==> src/lpr_pkg.sv <==
// Shared types and constants for the LED panel grid pixel remap block.
// Holds register codes, the panel table entry layout and the queue payloads.
// No dependencies.
`timescale 1ns / 1ps

package lpr_pkg;

  // Field widths fixed by the interface
  localparam int unsigned COORD_W     = 10;  // magnitude bits of a non-negative coordinate
  localparam int unsigned QUOT_W      = 7;   // panel row/column index from a coordinate
  localparam int unsigned LOC_W       = 7;   // position inside one panel
  localparam int unsigned RECIP_SHIFT = 20;  // fixed-point shift for divide-by-panel-size
  localparam int unsigned TABLE_DEPTH = 64;
  localparam int unsigned SLOT_W      = 6;
  localparam int unsigned SRC_X_W     = 9;
  localparam int unsigned SRC_Y_W     = 7;
  localparam int unsigned CFG_IDX_W   = 3;

  // Configuration register indexes
  localparam logic [CFG_IDX_W-1:0] CFG_PANEL_COLS      = 3'd0;
  localparam logic [CFG_IDX_W-1:0] CFG_PANEL_ROWS      = 3'd1;
  localparam logic [CFG_IDX_W-1:0] CFG_CHAIN_PANELS    = 3'd2;
  localparam logic [CFG_IDX_W-1:0] CFG_PARALLEL_CHAINS = 3'd3;
  localparam logic [CFG_IDX_W-1:0] CFG_MAX_BRIGHTNESS  = 3'd4;
  localparam logic [CFG_IDX_W-1:0] CFG_MIRROR_X        = 3'd5;
  localparam logic [CFG_IDX_W-1:0] CFG_MIRROR_Y        = 3'd6;

  // Item kinds
  localparam logic KIND_PIXEL = 1'b0;
  localparam logic KIND_ENTRY = 1'b1;

  // Panel rotation codes
  localparam logic [1:0] ROT_0   = 2'd0;
  localparam logic [1:0] ROT_90  = 2'd1;
  localparam logic [1:0] ROT_180 = 2'd2;
  localparam logic [1:0] ROT_270 = 2'd3;

  typedef struct packed {
    logic [4:0] panel_cols;
    logic [4:0] panel_rows;
    logic [4:0] chain_panels;
    logic [2:0] parallel_chains;
    logic [7:0] max_brightness;
    logic       mirror_x;
    logic       mirror_y;
  } cfg_t;

  localparam cfg_t CFG_RESET = '{
    panel_cols:      5'd1,
    panel_rows:      5'd1,
    chain_panels:    5'd1,
    parallel_chains: 3'd1,
    max_brightness:  8'd255,
    mirror_x:        1'b0,
    mirror_y:        1'b0
  };

  // Panel table entry: parallel in 7:6, order in 5:2, rotation in 1:0
  typedef struct packed {
    logic [1:0] par;
    logic [3:0] order;
    logic [1:0] rot;
  } entry_t;

  // Item passed from the front end to the back end
  typedef struct packed {
    logic              kind;
    logic [SLOT_W-1:0] slot;
    entry_t            entry;
    logic [LOC_W-1:0]  loc_x;
    logic [LOC_W-1:0]  loc_y;
    logic [7:0]        red;
    logic [7:0]        green;
    logic [7:0]        blue;
  } mid_t;

  // Result item
  typedef struct packed {
    logic [SRC_X_W-1:0] src_x;
    logic [SRC_Y_W-1:0] src_y;
    logic [7:0]         red;
    logic [7:0]         green;
    logic [7:0]         blue;
  } res_t;

endpackage

==> src/lpr_fifo.sv <==
// Small register-based queue used between the remap stages and for the results.
// Depth must be a power of two; no package dependencies.
`timescale 1ns / 1ps

module lpr_fifo #(
  parameter int unsigned DEPTH = 4,
  parameter int unsigned WIDTH = 8
) (
  input  logic             clk_i,
  input  logic             rst_ni,
  input  logic             push_i,
  input  logic [WIDTH-1:0] data_i,
  output logic             full_o,
  input  logic             pop_i,
  output logic [WIDTH-1:0] data_o,
  output logic             empty_o
);

  localparam int unsigned PTR_W = $clog2(DEPTH);
  localparam int unsigned CNT_W = $clog2(DEPTH + 1);

  logic [WIDTH-1:0] mem_q [DEPTH];
  logic [PTR_W-1:0] wr_ptr_q, rd_ptr_q;
  logic [CNT_W-1:0] count_q, count_d;
  logic             push_ok, pop_ok;

  assign full_o  = (count_q == CNT_W'(DEPTH));
  assign empty_o = (count_q == '0);
  assign push_ok = push_i && !full_o;
  assign pop_ok  = pop_i && !empty_o;
  assign data_o  = mem_q[rd_ptr_q];

  // Store incoming entry
  always_ff @(posedge clk_i) begin
    if (push_ok) begin
      mem_q[wr_ptr_q] <= data_i;
    end
  end

  // Track fill level
  always_comb begin
    count_d = count_q;
    unique case ({push_ok, pop_ok})
      2'b10:   count_d = count_q + CNT_W'(1);
      2'b01:   count_d = count_q - CNT_W'(1);
      default: count_d = count_q;
    endcase
  end

  // Advance pointers
  always_ff @(posedge clk_i or negedge rst_ni) begin
    if (!rst_ni) begin
      wr_ptr_q <= '0;
      rd_ptr_q <= '0;
      count_q  <= '0;
    end else begin
      if (push_ok) begin
        wr_ptr_q <= wr_ptr_q + PTR_W'(1);
      end
      if (pop_ok) begin
        rd_ptr_q <= rd_ptr_q + PTR_W'(1);
      end
      count_q <= count_d;
    end
  end

endmodule

==> src/lpr_front.sv <==
// Front end of the pixel remap: accepts items, drops out-of-range pixels,
// finds the panel index and the position inside the panel. Uses lpr_pkg.
`timescale 1ns / 1ps

module lpr_front #(
  parameter int unsigned PANEL_W    = 32,
  parameter int unsigned PANEL_H    = 32,
  parameter int unsigned MAX_PANELS = 64
) (
  input  logic                clk_i,
  input  logic                rst_ni,
  input  lpr_pkg::cfg_t       cfg_i,
  input  logic                push_i,
  output logic                full_o,
  input  logic                kind_i,
  input  logic signed [10:0]  pos_x_i,
  input  logic signed [10:0]  pos_y_i,
  input  logic [7:0]          red_in_i,
  input  logic [7:0]          green_in_i,
  input  logic [7:0]          blue_in_i,
  input  logic [5:0]          entry_index_i,
  input  logic [1:0]          entry_rotation_i,
  input  logic [3:0]          entry_order_i,
  input  logic [1:0]          entry_parallel_i,
  output logic                mid_push_o,
  output lpr_pkg::mid_t       mid_data_o,
  input  logic                mid_full_i
);

  localparam int unsigned CW      = lpr_pkg::COORD_W;
  localparam int unsigned QW      = lpr_pkg::QUOT_W;
  localparam int unsigned LW      = lpr_pkg::LOC_W;
  localparam int unsigned SH      = lpr_pkg::RECIP_SHIFT;
  localparam int unsigned PROD_W  = CW + SH;
  localparam int unsigned LIM_W   = 12;
  localparam int unsigned IDX_W   = 13;
  localparam int unsigned RECIP_X = ((1 << SH) + PANEL_W - 1) / PANEL_W;
  localparam int unsigned RECIP_Y = ((1 << SH) + PANEL_H - 1) / PANEL_H;
  localparam int unsigned IDX_LIMIT =
    (MAX_PANELS < lpr_pkg::TABLE_DEPTH) ? MAX_PANELS : lpr_pkg::TABLE_DEPTH;

  typedef struct packed {
    logic                       kind;
    logic [CW-1:0]              x;
    logic [CW-1:0]              y;
    logic [QW-1:0]              col;
    logic [QW-1:0]              row;
    logic [7:0]                 red;
    logic [7:0]                 green;
    logic [7:0]                 blue;
    logic [lpr_pkg::SLOT_W-1:0] slot;
    lpr_pkg::entry_t            entry;
  } f1_t;

  logic              in_range;
  logic [CW-1:0]     x_mag, y_mag;
  logic [LIM_W-1:0]  x_lim, y_lim;
  logic [PROD_W-1:0] x_prod, y_prod;
  f1_t               f1_d, f1_q;
  logic              f1_valid_q;
  logic              f1_keep;
  logic [IDX_W-1:0]  idx_sum;
  logic [CW-1:0]     col_base, row_base, loc_x_full, loc_y_full;

  // Range check against the canvas size
  assign x_mag    = pos_x_i[CW-1:0];
  assign y_mag    = pos_y_i[CW-1:0];
  assign x_lim    = LIM_W'(cfg_i.panel_cols) * LIM_W'(PANEL_W);
  assign y_lim    = LIM_W'(cfg_i.panel_rows) * LIM_W'(PANEL_H);
  assign in_range = !pos_x_i[10] && !pos_y_i[10] &&
                    (LIM_W'(x_mag) < x_lim) && (LIM_W'(y_mag) < y_lim);

  // Panel column and row by reciprocal multiply
  assign x_prod = PROD_W'(x_mag) * PROD_W'(RECIP_X);
  assign y_prod = PROD_W'(y_mag) * PROD_W'(RECIP_Y);

  always_comb begin
    f1_d.kind        = kind_i;
    f1_d.x           = x_mag;
    f1_d.y           = y_mag;
    f1_d.col         = x_prod[SH +: QW];
    f1_d.row         = y_prod[SH +: QW];
    f1_d.red         = red_in_i;
    f1_d.green       = green_in_i;
    f1_d.blue        = blue_in_i;
    f1_d.slot        = entry_index_i;
    f1_d.entry.rot   = entry_rotation_i;
    f1_d.entry.order = entry_order_i;
    f1_d.entry.par   = entry_parallel_i;
  end

  // Hold the stage only when a kept item cannot enter the queue
  assign full_o = f1_valid_q && f1_keep && mid_full_i;

  always_ff @(posedge clk_i or negedge rst_ni) begin
    if (!rst_ni) begin
      f1_valid_q <= 1'b0;
    end else if (!full_o) begin
      f1_valid_q <= push_i && ((kind_i == lpr_pkg::KIND_ENTRY) || in_range);
    end
  end

  always_ff @(posedge clk_i) begin
    if (!full_o) begin
      f1_q <= f1_d;
    end
  end

  // Panel index and position inside the panel
  assign idx_sum    = IDX_W'(cfg_i.panel_cols) * IDX_W'(f1_q.row) + IDX_W'(f1_q.col);
  assign col_base   = CW'(f1_q.col) * CW'(PANEL_W);
  assign row_base   = CW'(f1_q.row) * CW'(PANEL_H);
  assign loc_x_full = f1_q.x - col_base;
  assign loc_y_full = f1_q.y - row_base;
  assign f1_keep    = (f1_q.kind == lpr_pkg::KIND_ENTRY) || (idx_sum < IDX_W'(IDX_LIMIT));

  // Transfer kept items into the queue
  assign mid_push_o = f1_valid_q && f1_keep && !mid_full_i;

  always_comb begin
    mid_data_o.kind  = f1_q.kind;
    mid_data_o.slot  = (f1_q.kind == lpr_pkg::KIND_ENTRY) ? f1_q.slot
                                                           : idx_sum[lpr_pkg::SLOT_W-1:0];
    mid_data_o.entry = f1_q.entry;
    mid_data_o.loc_x = loc_x_full[LW-1:0];
    mid_data_o.loc_y = loc_y_full[LW-1:0];
    mid_data_o.red   = f1_q.red;
    mid_data_o.green = f1_q.green;
    mid_data_o.blue  = f1_q.blue;
  end

  // A stalled item keeps its contents
  a_hold_on_stall: assert property (@(posedge clk_i) disable iff (!rst_ni)
    (f1_valid_q && f1_keep && mid_full_i) |=> (f1_valid_q && $stable(f1_q)))
    else $error("front stage lost a stalled item");

  // Table writes are never dropped
  a_entry_kept: assert property (@(posedge clk_i) disable iff (!rst_ni)
    (push_i && !full_o && (kind_i == lpr_pkg::KIND_ENTRY)) |=> (f1_valid_q && f1_keep))
    else $error("table write dropped in front stage");

  // Negative coordinates never enter the stage
  a_neg_drop: assert property (@(posedge clk_i) disable iff (!rst_ni)
    (push_i && !full_o && (kind_i == lpr_pkg::KIND_PIXEL) && (pos_x_i[10] || pos_y_i[10]))
    |=> !f1_valid_q)
    else $error("negative coordinate was kept");

endmodule

==> src/lpr_back.sv <==
// Back end of the pixel remap: owns the panel table, applies rotation,
// chain offsets, mirrors and the brightness clamp. Uses lpr_pkg.
`timescale 1ns / 1ps

module lpr_back #(
  parameter int unsigned PANEL_W = 32,
  parameter int unsigned PANEL_H = 32
) (
  input  logic          clk_i,
  input  logic          rst_ni,
  input  lpr_pkg::cfg_t cfg_i,
  input  lpr_pkg::mid_t mid_data_i,
  input  logic          mid_empty_i,
  output logic          mid_pop_o,
  output logic          out_push_o,
  output lpr_pkg::res_t out_data_o,
  input  logic          out_full_i
);

  localparam int unsigned LW     = lpr_pkg::LOC_W;
  localparam int unsigned XW     = lpr_pkg::SRC_X_W;
  localparam int unsigned YW     = lpr_pkg::SRC_Y_W;
  localparam bit          SQUARE = (PANEL_W == PANEL_H);

  typedef struct packed {
    logic [LW-1:0] loc_x;
    logic [LW-1:0] loc_y;
    logic [7:0]    red;
    logic [7:0]    green;
    logic [7:0]    blue;
  } pix_t;

  lpr_pkg::entry_t panel_mem [lpr_pkg::TABLE_DEPTH];
  lpr_pkg::entry_t entry_q;
  pix_t            pix_q;
  logic            b1_valid_q;
  logic            b1_ready;
  logic            entry_wr, pixel_rd;
  logic [LW-1:0]   rx, ry;
  logic [XW-1:0]   x_factor, x_base;
  logic [YW-1:0]   y_factor, y_base;

  function automatic logic [7:0] clamp(input logic [7:0] c, input logic [7:0] m);
    return (c > m) ? m : c;
  endfunction

  // Pop entries freely; pop pixels when the work stage can move
  assign b1_ready  = !b1_valid_q || !out_full_i;
  assign mid_pop_o = !mid_empty_i &&
                     ((mid_data_i.kind == lpr_pkg::KIND_ENTRY) || b1_ready);
  assign entry_wr  = mid_pop_o && (mid_data_i.kind == lpr_pkg::KIND_ENTRY);
  assign pixel_rd  = mid_pop_o && (mid_data_i.kind == lpr_pkg::KIND_PIXEL);

  // Panel table write port
  always_ff @(posedge clk_i) begin
    if (entry_wr) begin
      panel_mem[mid_data_i.slot] <= mid_data_i.entry;
    end
  end

  // Panel table registered read and pixel capture
  always_ff @(posedge clk_i) begin
    if (pixel_rd) begin
      entry_q     <= panel_mem[mid_data_i.slot];
      pix_q.loc_x <= mid_data_i.loc_x;
      pix_q.loc_y <= mid_data_i.loc_y;
      pix_q.red   <= mid_data_i.red;
      pix_q.green <= mid_data_i.green;
      pix_q.blue  <= mid_data_i.blue;
    end
  end

  always_ff @(posedge clk_i or negedge rst_ni) begin
    if (!rst_ni) begin
      b1_valid_q <= 1'b0;
    end else if (pixel_rd) begin
      b1_valid_q <= 1'b1;
    end else if (out_push_o) begin
      b1_valid_q <= 1'b0;
    end
  end

  // Rotate inside the panel; quarter turns only apply to square panels
  always_comb begin
    rx = pix_q.loc_x;
    ry = pix_q.loc_y;
    unique case (entry_q.rot)
      lpr_pkg::ROT_0: begin
        rx = pix_q.loc_x;
      end
      lpr_pkg::ROT_90: begin
        if (SQUARE) begin
          rx = LW'(PANEL_H - 1) - pix_q.loc_y;
          ry = pix_q.loc_x;
        end
      end
      lpr_pkg::ROT_180: begin
        rx = LW'(PANEL_W - 1) - pix_q.loc_x;
        ry = LW'(PANEL_H - 1) - pix_q.loc_y;
      end
      lpr_pkg::ROT_270: begin
        if (SQUARE) begin
          rx = pix_q.loc_y;
          ry = LW'(PANEL_W - 1) - pix_q.loc_x;
        end
      end
    endcase
  end

  // Chain and parallel offsets with mirrors folded into the panel factor
  assign x_factor = cfg_i.mirror_x ? (XW'(entry_q.order) + XW'(1))
                                   : (XW'(cfg_i.chain_panels) - XW'(1) - XW'(entry_q.order));
  assign x_base   = x_factor * XW'(PANEL_W);
  assign y_factor = cfg_i.mirror_y ? (YW'(cfg_i.parallel_chains) - YW'(entry_q.par))
                                   : YW'(entry_q.par);
  assign y_base   = y_factor * YW'(PANEL_H);

  always_comb begin
    out_data_o.src_x = cfg_i.mirror_x ? (x_base - XW'(rx) - XW'(1)) : (x_base + XW'(rx));
    out_data_o.src_y = cfg_i.mirror_y ? (y_base - YW'(ry) - YW'(1)) : (y_base + YW'(ry));
    out_data_o.red   = clamp(pix_q.red, cfg_i.max_brightness);
    out_data_o.green = clamp(pix_q.green, cfg_i.max_brightness);
    out_data_o.blue  = clamp(pix_q.blue, cfg_i.max_brightness);
  end

  // Transfer the finished pixel to the result queue
  assign out_push_o = b1_valid_q && !out_full_i;

  // A stalled pixel stays in the work stage
  a_stall_hold: assert property (@(posedge clk_i) disable iff (!rst_ni)
    (b1_valid_q && out_full_i) |=> b1_valid_q)
    else $error("back stage dropped a stalled pixel");

  // A popped pixel occupies the work stage next cycle
  a_pixel_lands: assert property (@(posedge clk_i) disable iff (!rst_ni)
    pixel_rd |=> b1_valid_q)
    else $error("popped pixel did not reach the work stage");

  // A pixel only enters when the previous one leaves
  a_no_overwrite: assert property (@(posedge clk_i) disable iff (!rst_ni)
    (pixel_rd && b1_valid_q) |-> out_push_o)
    else $error("pixel overwrote an undelivered pixel");

endmodule

==> src/led_panel_grid_pixel_remap_top.sv <==
// A kept pixel passes the front stage register, the middle queue, the back work stage and the result queue.
// Throughput: one item per cycle while full is low; table writes and dropped pixels give no result.
// The front end and back end are split by a 4-entry queue; results wait in a 2-entry queue.
// Reset clears the configuration to its defaults and empties both queues.
// The panel table is not cleared by reset; its entries are undefined until written.
`timescale 1ns / 1ps

// Top level of the LED panel grid pixel remap block.
// Depends on lpr_pkg, lpr_fifo, lpr_front and lpr_back.

module led_panel_grid_pixel_remap_top #(
  parameter int unsigned PANEL_W    = 32,
  parameter int unsigned PANEL_H    = 32,
  parameter int unsigned MAX_PANELS = 64
) (
  input  logic                          clk_i,
  input  logic                          rst_ni,
  input  logic                          cfg_valid_i,
  output logic                          cfg_ready_o,
  input  logic [lpr_pkg::CFG_IDX_W-1:0] cfg_index_i,
  input  logic [7:0]                    cfg_data_i,
  input  logic                          push,
  output logic                          full,
  input  logic                          kind_i,
  input  logic signed [10:0]            pos_x_i,
  input  logic signed [10:0]            pos_y_i,
  input  logic [7:0]                    red_in_i,
  input  logic [7:0]                    green_in_i,
  input  logic [7:0]                    blue_in_i,
  input  logic [5:0]                    entry_index_i,
  input  logic [1:0]                    entry_rotation_i,
  input  logic [3:0]                    entry_order_i,
  input  logic [1:0]                    entry_parallel_i,
  output logic                          empty,
  input  logic                          pop,
  output logic [8:0]                    src_x_o,
  output logic [6:0]                    src_y_o,
  output logic [7:0]                    red_out_o,
  output logic [7:0]                    green_out_o,
  output logic [7:0]                    blue_out_o
);

  localparam int unsigned MID_W = $bits(lpr_pkg::mid_t);
  localparam int unsigned RES_W = $bits(lpr_pkg::res_t);

  lpr_pkg::cfg_t cfg_q;
  lpr_pkg::mid_t mid_in, mid_out;
  lpr_pkg::res_t res_in, res_out;
  logic          mid_push, mid_full, mid_pop, mid_empty;
  logic          res_push, res_full;
  logic [MID_W-1:0] mid_out_vec;
  logic [RES_W-1:0] res_out_vec;

  // Configuration registers
  assign cfg_ready_o = 1'b1;

  always_ff @(posedge clk_i or negedge rst_ni) begin
    if (!rst_ni) begin
      cfg_q <= lpr_pkg::CFG_RESET;
    end else if (cfg_valid_i) begin
      unique case (cfg_index_i)
        lpr_pkg::CFG_PANEL_COLS:      cfg_q.panel_cols      <= cfg_data_i[4:0];
        lpr_pkg::CFG_PANEL_ROWS:      cfg_q.panel_rows      <= cfg_data_i[4:0];
        lpr_pkg::CFG_CHAIN_PANELS:    cfg_q.chain_panels    <= cfg_data_i[4:0];
        lpr_pkg::CFG_PARALLEL_CHAINS: cfg_q.parallel_chains <= cfg_data_i[2:0];
        lpr_pkg::CFG_MAX_BRIGHTNESS:  cfg_q.max_brightness  <= cfg_data_i;
        lpr_pkg::CFG_MIRROR_X:        cfg_q.mirror_x        <= cfg_data_i[0];
        lpr_pkg::CFG_MIRROR_Y:        cfg_q.mirror_y        <= cfg_data_i[0];
        default: ;
      endcase
    end
  end

  // Accept and classify items
  lpr_front #(
    .PANEL_W    (PANEL_W),
    .PANEL_H    (PANEL_H),
    .MAX_PANELS (MAX_PANELS)
  ) u_front (
    .clk_i            (clk_i),
    .rst_ni           (rst_ni),
    .cfg_i            (cfg_q),
    .push_i           (push),
    .full_o           (full),
    .kind_i           (kind_i),
    .pos_x_i          (pos_x_i),
    .pos_y_i          (pos_y_i),
    .red_in_i         (red_in_i),
    .green_in_i       (green_in_i),
    .blue_in_i        (blue_in_i),
    .entry_index_i    (entry_index_i),
    .entry_rotation_i (entry_rotation_i),
    .entry_order_i    (entry_order_i),
    .entry_parallel_i (entry_parallel_i),
    .mid_push_o       (mid_push),
    .mid_data_o       (mid_in),
    .mid_full_i       (mid_full)
  );

  // Decouple front and back
  lpr_fifo #(
    .DEPTH (4),
    .WIDTH (MID_W)
  ) u_mid_fifo (
    .clk_i   (clk_i),
    .rst_ni  (rst_ni),
    .push_i  (mid_push),
    .data_i  (mid_in),
    .full_o  (mid_full),
    .pop_i   (mid_pop),
    .data_o  (mid_out_vec),
    .empty_o (mid_empty)
  );

  assign mid_out = lpr_pkg::mid_t'(mid_out_vec);

  // Table access and coordinate remap
  lpr_back #(
    .PANEL_W (PANEL_W),
    .PANEL_H (PANEL_H)
  ) u_back (
    .clk_i       (clk_i),
    .rst_ni      (rst_ni),
    .cfg_i       (cfg_q),
    .mid_data_i  (mid_out),
    .mid_empty_i (mid_empty),
    .mid_pop_o   (mid_pop),
    .out_push_o  (res_push),
    .out_data_o  (res_in),
    .out_full_i  (res_full)
  );

  // Hold results until taken
  lpr_fifo #(
    .DEPTH (2),
    .WIDTH (RES_W)
  ) u_res_fifo (
    .clk_i   (clk_i),
    .rst_ni  (rst_ni),
    .push_i  (res_push),
    .data_i  (res_in),
    .full_o  (res_full),
    .pop_i   (pop),
    .data_o  (res_out_vec),
    .empty_o (empty)
  );

  assign res_out     = lpr_pkg::res_t'(res_out_vec);
  assign src_x_o     = res_out.src_x;
  assign src_y_o     = res_out.src_y;
  assign red_out_o   = res_out.red;
  assign green_out_o = res_out.green;
  assign blue_out_o  = res_out.blue;

endmodule

==> config.mk <==
export PLATFORM = sky130hd
export DESIGN_NAME = led_panel_grid_pixel_remap_top
export DESIGN_NICKNAME = d
export VERILOG_FILES = /design/src/lpr_pkg.sv /design/src/lpr_fifo.sv /design/src/lpr_front.sv /design/src/lpr_back.sv /design/src/led_panel_grid_pixel_remap_top.sv
export SDC_FILE = /design/constraint.sdc
export NUM_CORES = 1
export LEC_CHECK = 0
export BUFFER_PORTS_ARGS = -buffer_cell sky130_fd_sc_hd__buf_2
export CORE_MARGIN = 4
export CORE_UTILIZATION = 40
export DETAILED_ROUTE_END_ITERATION = 16
export PLACE_DENSITY = 0.6
export SYNTH_ARGS = -nofsm -noshare
export SYNTH_HDL_FRONTEND = slang
export SYNTH_SLANG_ARGS = --single-unit
==> constraint.sdc <==
create_clock -name clk_i -period 5.31 [get_ports clk_i]
set_clock_uncertainty 0.05 [all_clocks]
set_input_delay 0.531 -clock clk_i [delete_from_list [all_inputs] [get_ports clk_i]]
set_output_delay 0.531 -clock clk_i [all_outputs]
set_load 0.01 [all_outputs]
**Word-level counts from Yosys, hierarchy flattened**

Memories as Yosys holds them, arrays and structs flattened. A register that Yosys moved wholly into a read port is not among the register bits.
Index checks and enable logic that the tools add are counted.

- Register bits after elaboration: 140
- Memory bits (writable): 804
- Input port bits: 77
- Output and inout bits: 43
- Memories: 3

- Add/subtract/negate cells: 23
- Multiply operators: 1
- $lt $le $gt $ge: 6
- Eq/ne operators: 15
- Mux-type cells: 20
- Bitwise operators: 1
- Reduce and logical (&&, ||, !) cells: 40

Memories:

| name | words | width | read ports | clocked after Yosys merged registers in | write ports | line | RTL |
|---|---|---|---|---|---|---|---|
| u_back.panel_mem | 64 | 8 | 1 | 1 | 1 | lpr_back.sv:33 | `lpr_pkg::entry_t panel_mem [lpr_pkg::TABLE_DEPTH];` |
| u_mid_fifo.mem_q | 4 | 53 | 1 | 0 | 1 | lpr_fifo.sv:22 | `logic [WIDTH-1:0] mem_q [DEPTH];` |
| u_res_fifo.mem_q | 2 | 40 | 1 | 0 | 1 | lpr_fifo.sv:22 |  |

Operators by type and width:

| operator | number |
|---|---|
| 7-bit one-hot mux with 4 select lines | 1 |
| 8-bit greater-than comparator | 3 |
| 8-bit two-way mux | 3 |
| 7-bit one-hot mux with 3 select lines | 1 |
| 7-bit subtractor | 3 |
| 10-bit < comparator | 2 |
| 1-bit logical AND | 15 |
| 2-bit AND reduction | 7 |
| 5-bit by 7-bit subtractor with 7-bit output (first input constant) | 2 |
| 13-bit by 7-bit < comparator with 1-bit output (second input constant) | 1 |
| 3-bit == test (second input constant) | 4 |
| 10-bit by 5-bit adder with 11-bit output | 1 |
| 2-bit == test (second input constant) | 5 |
| 5-bit by 5-bit multiplier with 10-bit output | 1 |
| 9-bit by 7-bit adder with 9-bit output | 1 |
| 9-bit two-way mux | 1 |
| 9-bit by 1-bit subtractor with 9-bit output (second input constant) | 1 |
| 9-bit by 7-bit subtractor with 9-bit output | 1 |
| 1-bit two-way mux | 8 |
| 7-bit adder | 1 |
| 1-bit logical NOT | 7 |
| 7-bit two-way mux | 1 |
| 7-bit by 1-bit subtractor with 7-bit output (second input constant) | 1 |
| 2-bit by 1-bit adder with 2-bit output (second input constant) | 3 |
| 21 further kinds | 32 |

**Depth between registers and ports, before layout**

Gate-level depths: netlist of run 1.

- Word-level depth: 9
- Depth in mapped cells: 21

**Hierarchy**

From an unflattened synthesis of run 1, not the netlist that was laid out.

- Cells, all modules: 2152
- Area, all modules: 39270.2 um^2

Modules (own cells, without submodules):

| module | times used | cells each | area each (um^2) |
|---|---|---|---|
| lpr_back | 1 | 1364 | 23286.1 |
| lpr_fifo at u_mid_fifo | 1 | 314 | 8141.6 |
| lpr_front | 1 | 265 | 3420.8 |
| lpr_fifo at u_res_fifo | 1 | 143 | 3286.9 |
| led_panel_grid_pixel_remap_top | 1 | 66 | 1134.8 |

**Worst setup path before layout of run 1**

OpenSTA, ideal clock, no wires.

- Path type: flip-flop to flip-flop
- Start: reg cfg_q[23] (netlist name)
- End: mem u_mid_fifo.mem_q[0][0] (netlist name) (enable)
- Arrival time: 4.560 ns
- Slack: 0.288 ns
- Stages on the path, launching flop included: 14
- Path buffers: 0
- Clock period less this slack: 5.022 ns
- Path through: dfstp_2 nand2_1 fa_1 fa_1 fa_1 inv_1 ha_1 nor2b_1 o21ai_0 nand2b_1 a31oi_1 a41oi_1 nor2_1 and2_1

- Cells in the longest elaborated chain, start to end: 9

Ends and longest elaborated chain:

| element | line | RTL |
|---|---|---|
| from (decl) | led_panel_grid_pixel_remap_top.sv:46 | `lpr_pkg::cfg_t cfg_q;` |
| from (signal assigned) | led_panel_grid_pixel_remap_top.sv:59 | `cfg_q <= lpr_pkg::CFG_RESET;` |
| 5-bit by 5-bit multiplier with 10-bit output | lpr_front.sv:110 | `assign idx_sum = IDX_W'(cfg_i.panel_cols) * IDX_W'(f1_q.row) + IDX_W'(f1_q.col);` |
| 10-bit by 5-bit adder with 11-bit output | lpr_front.sv:110 |  |
| 13-bit by 7-bit < comparator with 1-bit output | lpr_front.sv:115 | `assign f1_keep = (f1_q.kind == lpr_pkg::KIND_ENTRY) \|\| (idx_sum < IDX_W'(IDX_LIMIT));` |
| 1-bit logical OR | lpr_front.sv:115 |  |
| 1-bit logical AND (2 in a row) | lpr_front.sv:118 | `assign mid_push_o = f1_valid_q && f1_keep && !mid_full_i;` |
| 1-bit logical AND | lpr_fifo.sv:29 | `assign push_ok = push_i && !full_o;` |
| 1-bit two-way mux | lpr_fifo.sv:35 | `if (push_ok) begin` |
| 1-bit two-way mux (not written as such) | lpr_fifo.sv:36 | `mem_q[wr_ptr_q] <= data_i;` |
| to (decl) | lpr_fifo.sv:22 |  |

Every way passes these cells.

**Worst setup path in the final report of run 1**

- Start: reg cfg_q[23] (netlist name)
- End: out full

- Cells in the longest elaborated chain, start to end: 6

Ends and longest elaborated chain:

| element | line | RTL |
|---|---|---|
| 5-bit by 5-bit multiplier with 10-bit output | lpr_front.sv:110 |  |
| 10-bit by 5-bit adder with 11-bit output | lpr_front.sv:110 |  |
| 13-bit by 7-bit < comparator with 1-bit output | lpr_front.sv:115 |  |
| 1-bit logical OR | lpr_front.sv:115 |  |
| 1-bit logical AND (2 in a row) | lpr_front.sv:93 | `assign full_o = f1_valid_q && f1_keep && mid_full_i;` |
| to (decl) | led_panel_grid_pixel_remap_top.sv:23 | `output logic full,` |

Every way passes these cells.

==> reports/qor.csv, run 1 <==
metric;value;unit
synth_async_sr_flop_share;4.203;%
p_clk_share;25.4;%
dpl.hpwl;53.11;mm
core;0.09347;mm2
layout_common_cells;edfxtp_1 (889), a211oi_1 (209), mux2i_1 (119);
crit_top_cell;fa_1;
drc;0;
dieWidth;315.4;um
setup_tns;0;ns
grt_usage;16.59;%
synth_compound_area_share;6.174;%
p_sw_share;34.08;%
synthSimpleGateAreaFrac;5.436;%
clk_latency;0.65;ns
post-route-min-period;5.128;ns
timing.rr.start;cfg_q[23];
dieArea;0.09946;mm2
drv_slew;0;
drt_pass1_iterations;5;
ios;120;
synth_fa_ha_area_share;3.139;%
crit_path_end_kind;output pin;
path_class;register to output pin;
synth_edf_count;889;
cts_tree;done;
yosys_warnings;0;
clockBufferDepth;3;
dominantRegCellSynth;edfxtp_1;
wl_per_cell;22.07;um
hold_path.class;primary input to asynchronous set/reset pin;
place.gp.congestion;0.8139;
synthCells;2199;
r2r_end;u_mid_fifo.count_q[2];
timing.final.crit_share;96.57;%
cts_buffers;97;
die_h;315.4;um
p_int;0.01695;W
avgViaCountPerCell;5.296;
drt_iter0_markers;1406;
relSlewSlack;19.79;%
slowest_stage;dfstp_2;
final_common_cell;edfxtp_1;
antenna_left;0;
worst_path_largest_cell_delay;0.58;ns
place_ws;0.3305;ns
p_per_area;591.7;mW/mm2
reg2reg_slack;0.42;ns
overflow;0;
synth_mux_area_share;9.061;%
fin_nets;2563;
hold_violations;3;
clock-sinks;928;
synth_top_family_by_area;multiplexers;
crit_chain;nand2_1, fa_1, fa_1, fa_1, inv_1, ha_4, nor2b_1, o21ai_1, nand2b_1, a31oi_1, a41oi_2, or3b_4, inv_1, buf_2;
cts_max_level;3;
cp.buffers_inverters;3;
holdWs;-0.006776;ns
failed_checks;hold timing;
grt_start_max_net_pins;65;
synth_seq_area_share;73.26;%
startpoint_type;register;
rows;112;
fmax;0.1950;GHz
worst_slack;0.1821;ns
crit_path_max_fanout;6;
combinationalPowerShare;32.7;%
grt_setup_unrepaired;no;
root_buffer;clkbuf_16;
crit_arrival;4.55;ns
p_leak;14.83;nW
antenna_found_initial;7;
wl;82.47;mm
maxCapViolations;0;
status;finished with violations;
seqPwrFrac;41.9;%
tightest_slew;1.173;ns
floorplan.initialDensity;40.43;%
finalSetupViolCount;0;
final_layout_size_suffix_gt1_share;19.42;%
cp.required;4.73;ns
port_buffers;118;
syn2layout_area_growth;14.96;%
vias;19790;
synth-xor-area-share;0.7879;%
first_global_vias;20216;
synth.distinct_cells;57;
ys_ff_latch;928;
net-switching-power;0.008760;W
grt_pass1_wl;125.6;mm
ir_drop;0.0003510;V
avgSynthCellArea;17.19;um2
cp_top_family;adder cells;
ff2ff_path_depth;21;
syn_area;0.03779;mm2
clk_pin_slew;0.06;ns
==> final cells by class <==
class | count | area, um2
inverter | 54 | 202.7
fill | 7928 | 50020
clock buffer | 119 | 2581
antenna | 1 | 2.502
sequential | 928 | 27690
clock inverter | 60 | 488.0
multi-input combinational | 1107 | 9370
timing repair buffer | 214 | 1539
tap | 1254 | 1569
==> logic make-up (layout without fill, tap and decap cells) <==
kind of cell / after synthesis / in the layout
mux: 260 / 260
fa+ha+maj: 84 / 84
buf+inv: 168 / 447
xor+xnor: 34 / 34
other cells: 2 / 7
flops: 928 / 928
compound gates: 325 / 325
simple gates: 398 / 398
==> per-layer routing <==
metal / global-route usage, % / vias up / wire, um
met3: 2.648 / 110 / 3996
met4: 4.403 / 0 / 1777
li1: - / 9022 / -
met2: 27.83 / 497 / 40730
met5: 0 / - / 0
met1: 22.71 / 10161 / 35970
==> worst register-to-register path: cells and delay by family, from the launching register on <==
family / cells / cell delay [ns]
buffers and inverters: 5 / 0.50
AND/OR/NAND/NOR: 5 / 0.54
XOR/XNOR: 2 / 0.30
adder cells (fa/ha/maj): 6 / 2.19
flip-flops: 1 / 0.58
AO/OA/AOI/OAI: 3 / 0.66
==> Yosys cell counts (27+ instances only) <==
library cell	number	area share, %
edfxtp_1	889	71
a211oi_1	209	4.2
mux2i_1	119	3.2
nor2b_1	115	1.9
nand2_1	105	1.0
mux2_2	85	2.5
nor2_1	79	0.78
ha_1	66	2.2
inv_1	54	0.54
mux4_2	52	3.1
buf_2	48	0.64
o21ai_0	34	0.45
clkbuf_1	33	0.33
dfrtp_1	27	1.8
==> state kept, by name, indices dropped and copies added (netlist names) <==
signal,flops
u_mid_fifo.mem_q,196
u_res_fifo.rd_ptr_q,1
u_back.entry_q,8
u_mid_fifo.rd_ptr_q,2
u_back.pix_q,34
u_mid_fifo.count_q,3
u_res_fifo.wr_ptr_q,1
u_front.f1_valid_q,1
u_front.f1_q,26
u_front.mid_data_o,33
u_res_fifo.count_q,2
cfg_q,26
u_res_fifo.mem_q,80
u_mid_fifo.wr_ptr_q,2
u_back.panel_mem,512
u_back.b1_valid_q,1
==> worst max path at each step <==
stage | startpoint | to | slack (ns) | cells after the start
finish | cfg_q[23] | full | 0.18 | 14
global route | cfg_q[23] | full | 0.05 | 14
CTS | cfg_q[23] | full | 0.0003 | 14
detailed placement | cfg_q[23] | u_mid_fifo.count_q[2] | 0.33 | 19
global placement | cfg_q[23] | u_mid_fifo.count_q[2] | 0.42 | 19
floorplan | cfg_q[23] | u_mid_fifo.mem_q[0][0] | 0.29 | 13
==> per-stage QoR <==
step	util, %	cell area (um2)	hold WS (ns)	cells	power [W]
floorplan	-	37810	0.1854	2203	0.01630
global placement	42.69	39910	0.4189	3511	0.01913
detailed placement	42.69	39910	0.4253	3511	0.01933
CTS	46.42	43390	0.0006859	3732	0.02591
global route	46.48	43450	0.006291	3737	0.02704
finish	46.48	43450	-0.006776	3737	0.02571
==> timing repair <==
item	CTS	global route
hold buffers	41	0
setup endpoints to repair	1	2
buffers inserted	1	4
hold endpoints to repair	41	0
resized for setup	0	3
pin swaps	1	4
==> power by group through the flow <==
stage | combinational [W] | clock (W) | sequential (W)
after floorplan | 0.00569 | 0 | 0.0106
after global placement | 0.00824 | 0 | 0.0109
after detailed placement | 0.00840 | 0 | 0.0109
after CTS | 0.00848 | 0.00664 | 0.0108
after global routing | 0.00920 | 0.00696 | 0.0109
final | 0.00842 | 0.00652 | 0.0108
Note: power is estimated with default switching activity, not from simulation.
==> inputs of run 2 (changes only) <==
- BUFFER_PORTS_ARGS: -buffer_cell sky130_fd_sc_hd__buf_2 -> -buffer_cell sky130_fd_sc_hd__buf_4
- CTS_CLUSTER_DIAMETER: unset -> 150
- HOLD_SLACK_MARGIN: unset -> 0.12
==> reports/qor.csv, run 2 (same netlist as run 1, synthesis figures left out) <==
metric;value;unit;change
status;complete, no violations;;
reg.largest.list;u_back.panel_mem x512, u_mid_fifo.mem_q x196, u_res_fifo.mem_q x80;;
drt-met1-wl;34.97;mm;-2.8%
finalSetupViolCount;0;;unchanged
final_common_cell;edfxtp_1;;
vias;19659;;-0.66%
dr_wl_met2;40.04;mm;-1.7%
core;0.09347;mm2;unchanged
hold_violations;0;;-3
wl;81.34;mm;-1.4%
cts_tree;done;;
antenna_left;0;;unchanged
layout_common_cells;edfxtp_1 (889), a211oi_1 (209), buf_4 (157);;
root_buffer;clkbuf_16;;
p_leak;15.03;nW;+1.3%
relSlewSlack;19.25;%;-0.54 points
cts_buffers;96;;-1.0%
path_class;register to output pin;;
startpoint_type;register;;
wl_per_cell;21.64;um;-1.9%
dr_wl_met3;4.068;mm;+1.8%
net-switching-power;0.008720;W;-0.46%
p_sw_share;33.83;%;-0.25 points
maxCapViolations;0;;unchanged
tightest_slew;1.211;ns;+0.03842 ns
highest_layer;met4;;
dpl.hpwl;51.89;mm;-2.3%
clockBufferDepth;3;;unchanged
worst_path_largest_cell_delay;0.57;ns;about the same
rows;112;;unchanged
seqPwrFrac;41.9;%;about the same
crit_path_max_fanout;6;;unchanged
fin_nets;2583;;+0.78%
antenna_found_initial;5;;-2
slowest_stage;dfstp_2;;
grt_start_max_net_pins;74;;+14%
final_cell_area;0.04401;mm2;+1.3%
port_buffers;118;;unchanged
p_clk_share;25.2;%;-0.2 points
place_ws;0.2660;ns;-0.06451 ns
grt_pass1_wl;124.1;mm;-1.2%
die_h;315.4;um;unchanged
clk_pin_slew;0.06;ns;about the same
p_per_area;585.7;mW/mm2;-1.0%
worst_slack;0.1904;ns;+0.008371 ns
final_layout_size_suffix_gt1_share;19.40;%;-0.020 points
cts_max_level;3;;unchanged
clock-sinks;928;;unchanged
design_power_total;0.02578;W;+0.26%
crit_chain;nand2_1, fa_1, fa_1, fa_1, inv_1, ha_4, nor2b_1, o21ai_1, nand2b_1, a31oi_2, a41oi_2, or3b_4, inv_1, buf_4;;
cp.required;4.73;ns;about the same
drt_iter0_markers;1550;;+10%
first_global_vias;20378;;+0.80%
n_fill_cell;7930;;+0.025%
ios;120;;unchanged
drc;0;;unchanged
place.gp.congestion;0.8047;;-1.1%
cp_top_family;adder cells;;
drv_slew;0;;unchanged
dieWidth;315.4;um;unchanged
crit_arrival;4.54;ns;about the same
overflow;0;;unchanged
crit_top_cell;fa_1;;
drt_pass1_iterations;5;;unchanged
combinationalPowerShare;33.0;%;+0.3 points
place_area;0.04021;mm2;+0.76%
syn2layout_area_growth;16.44;%;
clk_latency;0.66;ns;about the same
dieArea;0.09946;mm2;unchanged
grt_usage;16.39;%;-0.21 points
cp.buffers_inverters;3;;unchanged
setup_tns;0;ns;unchanged
avgViaCountPerCell;5.231;;-1.2%
timing.final.crit_share;96.41;%;-0.16 points
largest_register;u_back.panel_mem;;
ir_drop;0.0003886;V;+11%
hold_path.class;primary input to register;;
p_int;0.01706;W;+0.64%
fmax;0.1953;GHz;+0.16%
post-route-min-period;5.120;ns;-0.008371 ns
largest_register_ffs;512;;unchanged
floorplan.initialDensity;40.43;%;unchanged
crit_path_end_kind;output pin;;
run 2: area by class of cell:
cell class,instances,area [um2],share of cell area (%)
antenna,4,10.01,0.02275
timing repair buffer,235,2069,4.703
clock buffer,127,2661,6.048
clock inverter,49,414.1,0.9411
inverter,54,202.7,0.4606
sequential,928,27690,62.93
tap,1254,1569,3.565
multi-input combinational,1107,9387,21.33
run 2: stage by stage:
stage	instances	util [%]	hold slack, ns
6_report	3758	47.08	0.1534
5_1_grt	3758	47.08	0.1526
4_1_cts	3752	47.03	0.1236
3_5_place_dp	3509	43.02	0.4302
3_3_place_gp	3509	43.02	0.4231
2_1_floorplan	2203	-	0.1854
run 2: worst register-to-register path: stages, from the launching register on:
cell and delay (ns):
dfstp_2 0.57, nand2_1 0.08, fa_1 0.50, fa_1 0.42, fa_1 0.49, inv_1 0.07
ha_4 0.22, nor2b_1 0.12, o21ai_1 0.17, nand2b_1 0.13, a211o_1 0.32, a41oi_2 0.23
nor2_1 0.18, inv_1 0.08, ha_1 0.17, inv_1 0.06, fa_1 0.37, xor2_1 0.15
nor2_1 0.11, xor2_1 0.18
run 2: power by group through the flow:
stage / Clock, W / Sequential (W) / Combinational, W
3_3_place_gp: 0 / 0.0109 / 0.00834
6_report: 0.00649 / 0.0108 / 0.00849
4_1_cts: 0.00663 / 0.0108 / 0.00860
3_5_place_dp: 0 / 0.0109 / 0.00850
2_1_floorplan: 0 / 0.0106 / 0.00569
5_1_grt: 0.00696 / 0.0109 / 0.00928
run 2: repair_timing:
item	4_1_cts	5_1_grt
endpoints found under the hold margin	93	0
hold buffers	67	0
gates resized for setup	1	3
cloned	0	0
pin swaps	1	4
endpoints found under the setup margin	1	1
setup buffers	0	2
run 2: per-layer routing:
layer  track usage, %  up-vias
li1                 -     9043
met1            22.55     9961
met2            27.03      524
met3            2.530      131
met4            5.149        0
met5                0        -
run 2: final timing paths:
path | startpoint | slack, ns | end | cells past startpoint
setup reg to reg | cfg_q[23] | 0.58 | u_mid_fifo.count_q[2] | 19
setup / recovery | cfg_q[23] | 0.19 | full | 14
max in group asynchronous | rst_ni | 4.44 | u_mid_fifo.rd_ptr_q[0] | 2
hold reg to reg | u_mid_fifo.count_q[0] | 0.44 | u_mid_fifo.count_q[0] | 1
hold / removal | pos_y_i[10] | 0.15 | u_front.f1_valid_q | 4
min in group asynchronous | rst_ni | 0.35 | cfg_q[22] | 2
==> inputs of run 3 (changes only) <==
- MAX_ROUTING_LAYER: unset -> met4
==> reports/qor.csv, run 3 (same netlist as run 1, synthesis figures left out) <==
metric;value;unit;change
final_common_cell;edfxtp_1;;
p_leak;15.03;nW;about the same
core;0.09347;mm2;unchanged
place.gp.congestion;0.8164;;+1.5%
post-route-min-period;5.113;ns;-0.006663 ns
clk_latency;0.66;ns;about the same
die_h;315.4;um;unchanged
final_layout_size_suffix_gt1_share;19.44;%;+0.040 points
seqPwrFrac;41.8;%;about the same
relSlewSlack;18.52;%;-0.74 points
rows;112;;unchanged
tightest_slew;1.222;ns;+0.01106 ns
cp.required;4.73;ns;about the same
reg.largest.list;u_back.panel_mem x512, u_mid_fifo.mem_q x196, u_res_fifo.mem_q x80;;
maxCapViolations;0;;unchanged
path_class;register to output pin;;
avgViaCountPerCell;5.245;;+0.26%
p_per_area;586.0;mW/mm2;about the same
dpl.hpwl;51.89;mm;unchanged
vias;19711;;+0.26%
grt_pass1_wl;124.0;mm;about the same
root_buffer;clkbuf_16;;
n_fill_cell;7930;;unchanged
final_cell_area;0.04401;mm2;about the same
syn2layout_area_growth;16.44;%;about the same
largest_register_ffs;512;;unchanged
status;complete, no violations;;
wl_per_cell;21.68;um;+0.17%
overflow;0;;unchanged
hold_violations;0;;unchanged
combinationalPowerShare;33.0;%;about the same
drc;0;;unchanged
dieWidth;315.4;um;unchanged
drt_pass1_iterations;5;;unchanged
fmax;0.1956;GHz;+0.13%
startpoint_type;register;;
place_area;0.04021;mm2;unchanged
finalNonFillerCells;3758;;unchanged
net-switching-power;0.008730;W;+0.11%
dieArea;0.09946;mm2;unchanged
cts_buffers;96;;unchanged
drt_iter0_markers;1493;;-3.7%
timing.final.crit_share;96.29;%;-0.13 points
p_int;0.01706;W;about the same
crit_arrival;4.53;ns;about the same
hold_path.class;primary input to register;;
ir_drop;0.0003887;V;about the same
finalSetupViolCount;0;;unchanged
ff2ff_path_depth;19;;unchanged
p_clk_share;25.2;%;about the same
clk_pin_slew;0.06;ns;about the same
ios;120;;unchanged
wl;81.48;mm;+0.17%
port_buffers;118;;unchanged
dp.cells;3509;;unchanged
antenna_found_initial;5;;unchanged
grt_start_max_net_pins;74;;unchanged
clockBufferDepth;3;;unchanged
first_global_vias;20398;;+0.098%
cts_max_level;3;;unchanged
floorplan.initialDensity;40.43;%;unchanged
crit_path_max_fanout;6;;unchanged
drv_slew;0;;unchanged
setup_tns;0;ns;unchanged
hold-path-cell-count;4;;unchanged
design_power_total;0.02579;W;about the same
largest_register;u_back.panel_mem;;
antenna_left;0;;unchanged
layout_common_cells;edfxtp_1 (889), a211oi_1 (209), buf_4 (157);;
fin_nets;2583;;unchanged
crit_path_end_kind;output pin;;
cts_tree;done;;
clock-sinks;928;;unchanged
p_sw_share;33.85;%;about the same
grt_usage;16.87;%;+0.49 points
run 3: what timing repair did:
action,in CTS,in global routing
gates resized for setup,1,4
hold buffers,67,0
gates cloned,0,0
endpoints found under the hold margin,93,0
setup buffers,0,2
pin swaps,1,4
setup endpoints to repair,1,1
run 3: per-stage QoR:
step,utilization (%),hold WS (ns),setup WS [ns]
floorplan,-,0.1854,0.2883
global placement,43.02,0.4231,0.3345
detailed placement,43.02,0.4302,0.2660
CTS,47.03,0.1236,0.02145
global route,47.08,0.1511,-0.007052
finish,47.08,0.1581,0.1971
run 3: critical path, cell delays in order (launching register included):
cell	delay (ns)
dfstp_2	0.57
nand2_1	0.08
fa_1	0.50
fa_1	0.42
fa_1	0.49
inv_1	0.07
ha_4	0.22
nor2b_1	0.12
o21ai_1	0.17
nand2b_1	0.13
a31oi_2	0.20
a41oi_2	0.20
or3b_4	0.51
inv_1	0.09
buf_4	0.12
run 3: final timing paths:
kind	start	end	slack, ns
max reg2reg	cfg_q[23]	u_mid_fifo.count_q[2]	0.58
max	cfg_q[23]	full	0.20
max in group asynchronous	rst_ni	u_mid_fifo.rd_ptr_q[0]	4.44
min	pos_y_i[10]	u_front.f1_valid_q	0.16
min reg2reg	u_mid_fifo.count_q[0]	u_mid_fifo.count_q[0]	0.44
min in group asynchronous	rst_ni	cfg_q[21]	0.35
run 3: power groups by stage:
stage	registers, W	clock network [W]	logic, W
2_1_floorplan	0.0106	0	0.00569
3_3_place_gp	0.0109	0	0.00834
3_5_place_dp	0.0109	0	0.00850
4_1_cts	0.0108	0.00663	0.00860
5_1_grt	0.0109	0.00696	0.00927
6_report	0.0108	0.00649	0.00850
run 3: routing by layer:
layer  part of all wire (%)  vias up  track usage, %
met5                      0        -               -
met3                    4.9      140           2.556
met1                     43    10027           22.51
met4                    2.7        0           5.149
met2                     49      491           27.01
li1                       -     9053               -
run 3: cell type report:
class	instances	area [um2]	share of cell area [%]
Sequential cell	928	27690	62.93
Multi-Input combinational cell	1107	9387	21.33
Clock buffer	127	2661	6.047
Timing Repair Buffer	235	2069	4.703
Tap cell	1254	1569	3.565
Clock inverter	49	414.1	0.9411
Inverter	54	202.7	0.4606
Antenna cell	4	10.01	0.02275
